==> config.mk <==
export PLATFORM = sky130hd
export DESIGN_NAME = midi_running_status_parser
export DESIGN_NICKNAME = d
export VERILOG_FILES = /design/src/mrsp_pkg.sv /design/src/midi_running_status_parser.sv /design/src/mrsp_decode.sv /design/src/mrsp_out_buf.sv
export SDC_FILE = /design/constraint.sdc
export NUM_CORES = 1
export LEC_CHECK = 0
export ABC_AREA = 1
export BUFFER_PORTS_ARGS = -buffer_cell sky130_fd_sc_hd__buf_2
export CORE_ASPECT_RATIO = 0.7
export CORE_UTILIZATION = 62
export DETAILED_ROUTE_END_ITERATION = 16
export PLACE_DENSITY = 0.84
export SLEW_MARGIN = 25
export SYNTH_ARGS = -nofsm -noshare
export SYNTH_HDL_FRONTEND = slang
export SYNTH_SLANG_ARGS = --single-unit
==> constraint.sdc <==
create_clock -name i_clk -period 4.7 [get_ports i_clk]
set_input_delay 1.175 -clock i_clk [delete_from_list [all_inputs] [get_ports i_clk]]
set_output_delay 1.175 -clock i_clk [all_outputs]
set_load 0.02 [all_outputs]
==> src/mrsp_pkg.sv <==
package mrsp_pkg;

    // message kinds on the result side
    typedef enum logic [2:0] {
        KIND_NOTE_ON    = 3'd0,
        KIND_NOTE_OFF   = 3'd1,
        KIND_CONTROLLER = 3'd2,
        KIND_PROGRAM    = 3'd3,
        KIND_PITCH_BEND = 3'd4
    } t_kind;

    // status high nibbles
    localparam logic [3:0] HI_NOTE_OFF   = 4'h8;
    localparam logic [3:0] HI_NOTE_ON    = 4'h9;
    localparam logic [3:0] HI_CONTROLLER = 4'hB;
    localparam logic [3:0] HI_PROGRAM    = 4'hC;
    localparam logic [3:0] HI_PRESSURE   = 4'hD;
    localparam logic [3:0] HI_PITCH_BEND = 4'hE;
    localparam logic [3:0] HI_SYSTEM     = 4'hF;

    // bytes 0xF8 and above are real-time
    localparam logic [7:0] REALTIME_MIN = 8'hF8;

    localparam int unsigned RES_BITS  = 21;
    localparam int unsigned TDATA_OUT = 24;

    // one decoded message, packed last field in the lowest bits
    typedef struct packed {
        logic [6:0] data_second;
        logic [6:0] data_first;
        logic [3:0] channel;
        t_kind      msg_kind;
    } t_result;

    // decoder to output buffer
    typedef struct packed {
        logic    vld;
        t_result res;
    } t_res_push;

endpackage

==> src/midi_running_status_parser.sv <==
// A result is valid once the byte that completes it has passed the input
// register and then the result queue register; a byte that completes no
// message gives no result.
// Throughput: one byte per cycle while the two-entry result queue has room.
// Reset (i_rst_n low, synchronous) drops held status and counters and
// empties the input register and the result queue.
module midi_running_status_parser (
    input  logic        i_clk,
    input  logic        i_rst_n,
    input  logic        i_s_tvalid,
    output logic        o_s_tready,
    input  logic [7:0]  i_s_tdata,   // [7:0] midi_byte
    output logic        o_m_tvalid,
    input  logic        i_m_tready,
    output logic [23:0] o_m_tdata    // [2:0] msg_kind, [6:3] channel,
                                     // [13:7] data_first, [20:14] data_second
);

    logic                r_in_vld, n_in_vld;
    logic [7:0]          r_in_byte;
    logic                adv;
    logic                space;
    mrsp_pkg::t_res_push push;
    mrsp_pkg::t_result   res;

    // input register advances when the queue has room
    assign adv        = r_in_vld && space;
    assign o_s_tready = !r_in_vld || space;
    assign n_in_vld   = (i_s_tvalid && o_s_tready) ? 1'b1 : (adv ? 1'b0 : r_in_vld);

    always_ff @(posedge i_clk) begin
        if (!i_rst_n) begin
            r_in_vld <= 1'b0;
        end else begin
            r_in_vld <= n_in_vld;
        end
    end

    always_ff @(posedge i_clk) begin
        if (i_s_tvalid && o_s_tready) begin
            r_in_byte <= i_s_tdata;
        end
    end

    mrsp_decode u_decode (
        .i_clk   (i_clk),
        .i_rst_n (i_rst_n),
        .i_adv   (adv),
        .i_byte  (r_in_byte),
        .o_push  (push)
    );

    mrsp_out_buf u_out_buf (
        .i_clk   (i_clk),
        .i_rst_n (i_rst_n),
        .i_push  (push),
        .o_space (space),
        .o_vld   (o_m_tvalid),
        .i_rdy   (i_m_tready),
        .o_res   (res)
    );

    // pack result, zero pad to whole bytes
    assign o_m_tdata = {{(mrsp_pkg::TDATA_OUT - mrsp_pkg::RES_BITS){1'b0}}, res};

endmodule

==> src/mrsp_decode.sv <==
module mrsp_decode (
    input  logic                i_clk,
    input  logic                i_rst_n,
    input  logic                i_adv,
    input  logic [7:0]          i_byte,
    output mrsp_pkg::t_res_push o_push
);

    logic [7:0] r_held_status, n_held_status;
    logic [1:0] r_bytes_needed, n_bytes_needed;
    logic [1:0] r_bytes_got, n_bytes_got;
    logic [6:0] r_first_data, n_first_data;

    logic       emit_req;
    logic [6:0] emit_d1;
    logic [6:0] emit_d2;
    logic [3:0] held_hi;

    assign held_hi = r_held_status[7:4];

    // parser state update
    always_comb begin
        n_held_status  = r_held_status;
        n_bytes_needed = r_bytes_needed;
        n_bytes_got    = r_bytes_got;
        n_first_data   = r_first_data;
        emit_req       = 1'b0;
        emit_d1        = i_byte[6:0];
        emit_d2        = 7'd0;
        if (i_adv) begin
            priority if (i_byte >= mrsp_pkg::REALTIME_MIN) begin
                // real-time: nothing changes
            end else if (i_byte[7] && i_byte[7:4] == mrsp_pkg::HI_SYSTEM) begin
                n_held_status = 8'd0;
            end else if (i_byte[7]) begin
                n_held_status  = i_byte;
                n_bytes_got    = 2'd0;
                n_bytes_needed = (i_byte[7:4] == mrsp_pkg::HI_PROGRAM ||
                                  i_byte[7:4] == mrsp_pkg::HI_PRESSURE) ? 2'd1 : 2'd2;
            end else if (r_held_status == 8'd0) begin
                // data with no status: dropped
            end else if (r_bytes_needed == 2'd1) begin
                n_bytes_got = 2'd0;
                emit_req    = 1'b1;
            end else if (r_bytes_got == 2'd0) begin
                n_first_data = i_byte[6:0];
                n_bytes_got  = 2'd1;
            end else begin
                n_bytes_got = 2'd0;
                emit_req    = 1'b1;
                emit_d1     = r_first_data;
                emit_d2     = i_byte[6:0];
            end
        end
    end

    // result formation by status kind
    always_comb begin
        o_push.vld             = 1'b0;
        o_push.res.channel     = r_held_status[3:0];
        o_push.res.data_first  = emit_d1;
        o_push.res.data_second = emit_d2;
        o_push.res.msg_kind    = mrsp_pkg::KIND_NOTE_OFF;
        unique case (held_hi)
            mrsp_pkg::HI_NOTE_ON: begin
                o_push.vld          = emit_req;
                o_push.res.msg_kind = (emit_d2 != 7'd0) ? mrsp_pkg::KIND_NOTE_ON
                                                        : mrsp_pkg::KIND_NOTE_OFF;
            end
            mrsp_pkg::HI_NOTE_OFF: begin
                o_push.vld          = emit_req;
                o_push.res.msg_kind = mrsp_pkg::KIND_NOTE_OFF;
            end
            mrsp_pkg::HI_CONTROLLER: begin
                o_push.vld          = emit_req;
                o_push.res.msg_kind = mrsp_pkg::KIND_CONTROLLER;
            end
            mrsp_pkg::HI_PROGRAM: begin
                o_push.vld             = emit_req;
                o_push.res.msg_kind    = mrsp_pkg::KIND_PROGRAM;
                o_push.res.data_second = 7'd0;
            end
            mrsp_pkg::HI_PITCH_BEND: begin
                o_push.vld          = emit_req;
                o_push.res.msg_kind = mrsp_pkg::KIND_PITCH_BEND;
            end
            default: begin
                // aftertouch and channel pressure complete silently
                o_push.vld = 1'b0;
            end
        endcase
    end

    // state registers
    always_ff @(posedge i_clk) begin
        if (!i_rst_n) begin
            r_held_status  <= 8'd0;
            r_bytes_needed <= 2'd0;
            r_bytes_got    <= 2'd0;
            r_first_data   <= 7'd0;
        end else begin
            r_held_status  <= n_held_status;
            r_bytes_needed <= n_bytes_needed;
            r_bytes_got    <= n_bytes_got;
            r_first_data   <= n_first_data;
        end
    end

endmodule

==> src/mrsp_out_buf.sv <==
module mrsp_out_buf (
    input  logic                i_clk,
    input  logic                i_rst_n,
    input  mrsp_pkg::t_res_push i_push,
    output logic                o_space,
    output logic                o_vld,
    input  logic                i_rdy,
    output mrsp_pkg::t_result   o_res
);

    // two-entry result queue; space is a registered count compare
    mrsp_pkg::t_result r_mem [2];
    logic              r_wptr, n_wptr;
    logic              r_rptr, n_rptr;
    logic [1:0]        r_cnt, n_cnt;
    logic              push_en;
    logic              pop_en;

    assign o_space = (r_cnt != 2'd2);
    assign o_vld   = (r_cnt != 2'd0);
    assign o_res   = r_mem[r_rptr];
    assign push_en = i_push.vld && o_space;
    assign pop_en  = o_vld && i_rdy;

    // pointer and count update
    always_comb begin
        n_wptr = push_en ? ~r_wptr : r_wptr;
        n_rptr = pop_en  ? ~r_rptr : r_rptr;
        n_cnt  = r_cnt;
        unique case ({push_en, pop_en})
            2'b10:   n_cnt = r_cnt + 2'd1;
            2'b01:   n_cnt = r_cnt - 2'd1;
            default: n_cnt = r_cnt;
        endcase
    end

    always_ff @(posedge i_clk) begin
        if (!i_rst_n) begin
            r_wptr <= 1'b0;
            r_rptr <= 1'b0;
            r_cnt  <= 2'd0;
        end else begin
            r_wptr <= n_wptr;
            r_rptr <= n_rptr;
            r_cnt  <= n_cnt;
        end
    end

    // payload storage
    always_ff @(posedge i_clk) begin
        if (push_en) begin
            r_mem[r_wptr] <= i_push.res;
        end
    end

endmodule
-- Yosys cells after proc, flatten, opt, wreduce, memory -nomap -nowiden
Memory sizes are Yosys's and may differ from the RTL's. A register that Yosys moved wholly into a read port is not among the register bits.
Index checks and enable logic that the tools add are counted.
- add/subtract/negate cells: 2
- $lt $le $gt $ge: 1
- eq/ne operators: 13
- multiplexer cells: 39
- bitwise operators: 7
- reductions and logical operators: 20
- operator list (operator ; count):
    $mux 7 ; 15
    $eq 4x4->1 const B ; 8
    $mux 1 ; 16
    $mux 8 ; 2
    $pmux 3 s4 ; 1
    $ge 8x8->1 const B ; 1
    $logic_not 8->1 ; 1
    $mux 2 ; 4
    $reduce_and 4->1 ; 2
    $reduce_bool 2->1 ; 4
    $not 1->1 ; 7
    $reduce_bool 7->1 ; 1
    $reduce_and 6->1 ; 1
    $logic_and 1x1->1 ; 5
    $reduce_or 5->1 ; 1
    $eq 2x1->1 const B ; 2
    $ne 2x2->1 const B ; 2
    $pmux 2 s2 ; 1
    $reduce_and 3->1 ; 1
    $add 2x1->2 const B ; 1
    $eq 2x2->1 const B ; 1
    $logic_not 2->1 ; 1
    $logic_or 1x1->1 ; 2
    $sub 2x1->2 const B ; 1
    $logic_not 1->1 ; 1
- bits in registers: 32
- RAM bits: 42
- bits of input ports: 12
- output and inout bits: 26
- memories: 1
- memories (memory ; depth ; bits a word ; rd ports ; clocked after memory_dff ; write ports ; RTL line ; RTL):
    u_out_buf.r_mem ; 2 ; 21 ; 1 ; 1 ; 1 ; mrsp_out_buf.sv:12 ; mrsp_pkg::t_result r_mem [2];

-- Depth between registers and ports, before layout
- depth after elaboration: 12
- mapped depth: 12

-- By module
From an unflattened synthesis, not the netlist that was laid out.
- cell total of the unflattened synthesis: 313
- area total of the unflattened synthesis: 3333.2 sq um
- modules (own cells, without submodules) (module ; times used ; cells each ; area each (sq um) ; sequential area each (sq um)):
    mrsp_out_buf ; 1 ; 101 ; 1858.0 ; 1361.3
    mrsp_decode ; 1 ; 191 ; 1149.9 ; 360.3
    midi_running_status_parser ; 1 ; 21 ; 325.3 ; 260.2

-- Least setup slack after synthesis
No wires, ideal clock.
- path kind: register to register
- start: register u_decode.r_held_status[5]
- end: memory u_out_buf.r_mem[0][0] (netlist name) (enable)
- library setup time: 399 ps
- arrival time: 1905 ps
- data required time: 4301 ps
- setup slack: 2396 ps
- stages on the path, launching flop included: 9
- path buffers: 0
- period minus slack after synthesis: 2304 ps
- cell sequence: dfxtp_1 inv_1 nand2_1 nor2_1 nand2_1 nand2_1 nor2_1 nand2_1 nor2_1
- cells in the longest elaborated chain, start to end: 10
- elaborated cells between the ends (all ways): 16
- RTL lines (what ; RTL line ; RTL):
    start, declared ; mrsp_decode.sv:9 ; logic [7:0] r_held_status, n_held_status;
    start signal, assigned ; mrsp_decode.sv:102 ; r_held_status <= n_held_status;
    $logic_not 8->1 ; mrsp_decode.sv:40 ; end else if (r_held_status == 8'd0) begin
    $mux 1 ; mrsp_decode.sv:40 ;
    $mux 1 ; mrsp_decode.sv:35 ; end else if (i_byte[7]) begin
    $mux 1 ; mrsp_decode.sv:33 ; end else if (i_byte[7] && i_byte[7:4] == mrsp_pkg::HI_SYSTEM) begin
    $mux 1 ; mrsp_decode.sv:31 ; priority if (i_byte >= mrsp_pkg::REALTIME_MIN) begin
    $mux 1 ; mrsp_decode.sv:30 ; if (i_adv) begin
    $mux 1 * ; mrsp_decode.sv:64 ; unique case (held_hi)
    $logic_and 1x1->1 * ; mrsp_out_buf.sv:22 ; assign push_en = i_push.vld && o_space;
    $mux 1 * ; mrsp_out_buf.sv:51 ; if (push_en) begin
    $mux 1 (implied by the code) * ; mrsp_out_buf.sv:52 ; r_mem[r_wptr] <= i_push.res;
    end, declared ; mrsp_out_buf.sv:12 ;
Every way passes the cells marked *; elsewhere a longest branch is shown, timed or not.

==> key figures <==
Placement
  • Last weighted congestion value of the routability-driven placer: 0.959
  • Port-buffer cells: 34
  • Final HPWL DP: 4020 µm

Power
  • Leakage Power: 1.40 nW
  • PnR Total Power: 1.29 mW
  • Power density cells: 355 nW/µm²
  • Worst vdd ir: 0.000294 V

Global routing
  • Number of antenna violations at the first check in global routing: 0
  • Via count of the first global-routing pass: 2128
  • Largest net degree at the start of global routing: 22
  • Global-route total usage across every layer: 0.235
  • Overall overflow remaining after global route: 0
  • Wire length of the first global-routing pass: 9490 µm

STA
  • Actual transition at the worst max-transition pin: 0.942 ns
  • Peak Freq: 330 MHz
  • Setup TNS: 0 ns
  • Post-route fraction of the period consumed by the critical path: 0.644
  • Finish-stage setup viols: 0
  • Final setup skew: 0.00514 ns
  • Worst slew slack as a fraction of its limit: 0.371
  • Final critical path time including I/O delays and setup: 3.03 ns
  • Final Max Slew Viols: 0
  • Final hold violation count: 0
  • Setup repair after global routing missed its margin: no

CTS
  • Cell at the root of the clock tree: clkbuf_8
  • Clk buf depth: 2
  • Number of buffers added to fix hold violations after cts: 0
  • Worst-Skew Late Latency: 0.33 ns
  • Total clock sinks: 74
  • PostCTS Resize Cnt: 0
  • CTS buffer count: 9
  • Number of H-tree levels: 3
  • CTS tree: built
  • Clock input transition at the sequential cells of the worst setup and hold paths: 0.07 ns
  • Post-CTS setup buffers: 0

Min path
  • Hold path startpoint: u_decode.r_first_data[2]
  • Worst Hold Depth: 2
  • Kind of path behind the tightest hold check: reg -> reg
  • Worst Hold Endpoint: u_decode.r_first_data[2]

Synth
  • Combined area of all synthesized cells: 3230 µm²
  • FF+latch count, synth: 74
  • Post-synth cell types: 30
  • Cell count after synthesis: 314
  • Average cell area after synthesis: 10.3 µm²
  • Warning count from the yosys run: 0
  • Portion of the post-synthesis area used by sequential elements: 0.613

Die
  • Top Ports: 38
  • FP Rows: 21
  • Initial Utilization: 0.661
  • Core region area: 4890 µm²
  • DIE HEIGHT: 62.4 µm
  • Die Span X: 88.3 µm
  • Die area: 5510 µm²

Setup path
  • Count of buffering cells on the critical path with inverters included: 1
  • Setup slack, reg-to-reg: 2.24 ns
  • Critical Path Sink Type: output port
  • Type of the worst setup path: reg -> out
  • CP Data Arrival Time: 1.85 ns
  • Delay-heaviest family, CP: flip-flops
  • Slowest library cell on the worst path: dfxtp_1
  • Highest fanout seen on the critical path: 21
  • Worst Path Required: 3.52 ns
  • Terminus of the critical flop-to-flop path: u_out_buf.r_mem[1][7]
  • Launch instance of the worst register-to-register path: u_decode.r_bytes_got[0]
  • Critical path startpoint category: register
  • Worst Reg-to-Reg Cells: 6
  • CP max stage delay: 0.94 ns
  • Cells along the critical path: mux2_2 -> buf_2

Detailed routing
  • Detail-routed via count per cell: 5.29
  • Final wirelength: 5820 µm
  • DR vias: 2247
  • Count of TritonRoute iterations in the first routing pass: 4
  • Total DRC errors in the routed layout: 0
  • Wire length per cell after detailed routing: 13.7 µm
  • Antenna violation net count after detailed routing: 0
  • DR iter-0 viols: 117

Layout
  • Reg area: 1980 µm²
  • Layout cell share with drive strength beyond 1: 0.233
  • P&R area growth vs syn: 12.8%
  • Number of filler cells placed in the layout: 360
  • Final antenna diode count: 0
  • Area of combinational cells with multiple inputs: 1060 µm²
  • Final cell utilization of the core: 0.746
  • Number of nets in the final layout: 364

Status
  • Run status: completed

Run
  • Max-cap check violation count: 0
-- synthesized netlist by cell type --
cell      number  area [µm²]
a21boi_4       1        18.8
a21oi_1       22         110
a21oi_2        2        17.5
buf_2          4        20.0
buf_4          3        22.5
buf_6          1        11.3
clkbuf_1       3        11.3
conb_1         1        3.75
dfxtp_1       24         480
edfxtp_1      50        1500
ha_1           1        12.5
inv_1         31         116
inv_2          3        11.3
mux2_2        21         236
nand2_1       71         267
nand2_2        3        18.8
nand3_1        6        30.0
nand3_2        1        10.0
nand4_1        8        50.1
nor2_1        28         105
nor2_2         1        6.26
nor2_4         1        11.3
nor3_1         3        15.0
nor3_2         1        10.0
nor4_1         1        6.26
o211ai_1       2        15.0
o21a_1         3        22.5
o21ai_0       16        80.1
o21ai_1        1        5.00
or2_2          1        6.26
-- layer usage --
layer	up-vias	GRT usage	routed length, µm
met5	-	0	0
met4	0	0.0948	76
met3	6	0.0938	510
met2	90	0.351	2660
met1	1024	0.306	2570
li1	1127	-	-
-- worst max-delay path by stage --
stage	startpoint	end	slack, ns	cells past startpoint
global route	register	o_m_tdata[16]	1.52	2
finish	register	o_m_tdata[5]	1.67	2
detailed placement	register	o_m_tdata[15]	1.98	2
global placement	register	o_m_tdata[12]	2.05	2
CTS	register	o_m_tdata[15]	1.61	2
floorplan	u_decode.r_held_status[5]	u_out_buf.r_mem[0][0]	2.40	8
-- power breakdown --
part | switching (mW) | leakage, nW | internal [mW]
combinational | 0.0476 | 0.670 | 0.0224
sequential | 0.0132 | 0.630 | 0.703
clock | 0.214 | 0.102 | 0.292
total | 0.275 | 1.40 | 1.02
-- flip-flops by register name, summed over array words and instances, names as in the netlist, named ones only --
name / flops
u_decode.r_held_status: 8
r_in_vld: 1
u_out_buf.r_mem: 42
u_out_buf.r_cnt: 2
u_out_buf.r_wptr: 1
u_decode.r_bytes_got: 1
u_decode.r_bytes_needed: 2
u_out_buf.r_rptr: 1
r_in_byte: 8
u_decode.r_first_data: 7
-- cell families after synthesis --
logic type,count (synthesis),share of synthesized area
buffers and inverters,45,0.0596
AND/OR/NAND/NOR,125,0.166
multiplexers,21,0.0732
adder cells (fa/ha/maj),1,0.00387
flip-flops,74,0.613
AO/OA/AOI/OAI,47,0.0832
other,1,0.00116
-- cells in the final DEF (no fill, tap or decap), drive strengths merged --
cell       n
a21oi     24
o211ai     2
edfxtp    50
nand2     74
nor3       4
or2        1
o21a       3
clkbuf     9
nand4      8
nor4       1
conb       3
nor2      30
inv       34
clkinv     4
mux2      21
ha         1
nand3      7
a21boi     1
dfxtp     24
o21ai     17
buf       35
clkinvlp   1
bufinv     2
-- cell type report --
class                   count  area share
clock buffers               9      0.0340
clock inverters             7      0.0230
inverters                  34      0.0350
multi-input cells         197       0.292
flip-flops and latches     74       0.544
well taps                  69      0.0237
repair buffers             35      0.0487
-- worst register-to-register path, stage by stage, from the launching register on --
cell and delay [ns]:
dfxtp_1 0.70, inv_1 0.18, o21ai_0 0.12, nand2_1 0.09, nor2_1 0.20, nand3_1 0.13, inv_1 0.67
-- through the flow --
stage          setup slack (ns)  cell area, µm²  hold slack (ns)  std cells
3_3_place_gp               2.05            3440            0.434        409
2_1_floorplan              2.40            3240            0.426        316
5_1_grt                    1.52            3650            0.478        425
3_5_place_dp               1.98            3440            0.440        409
4_1_cts                    1.61            3650            0.448        425
6_report                   1.67            3650            0.448        425
Power figures use the tool's default switching activity.
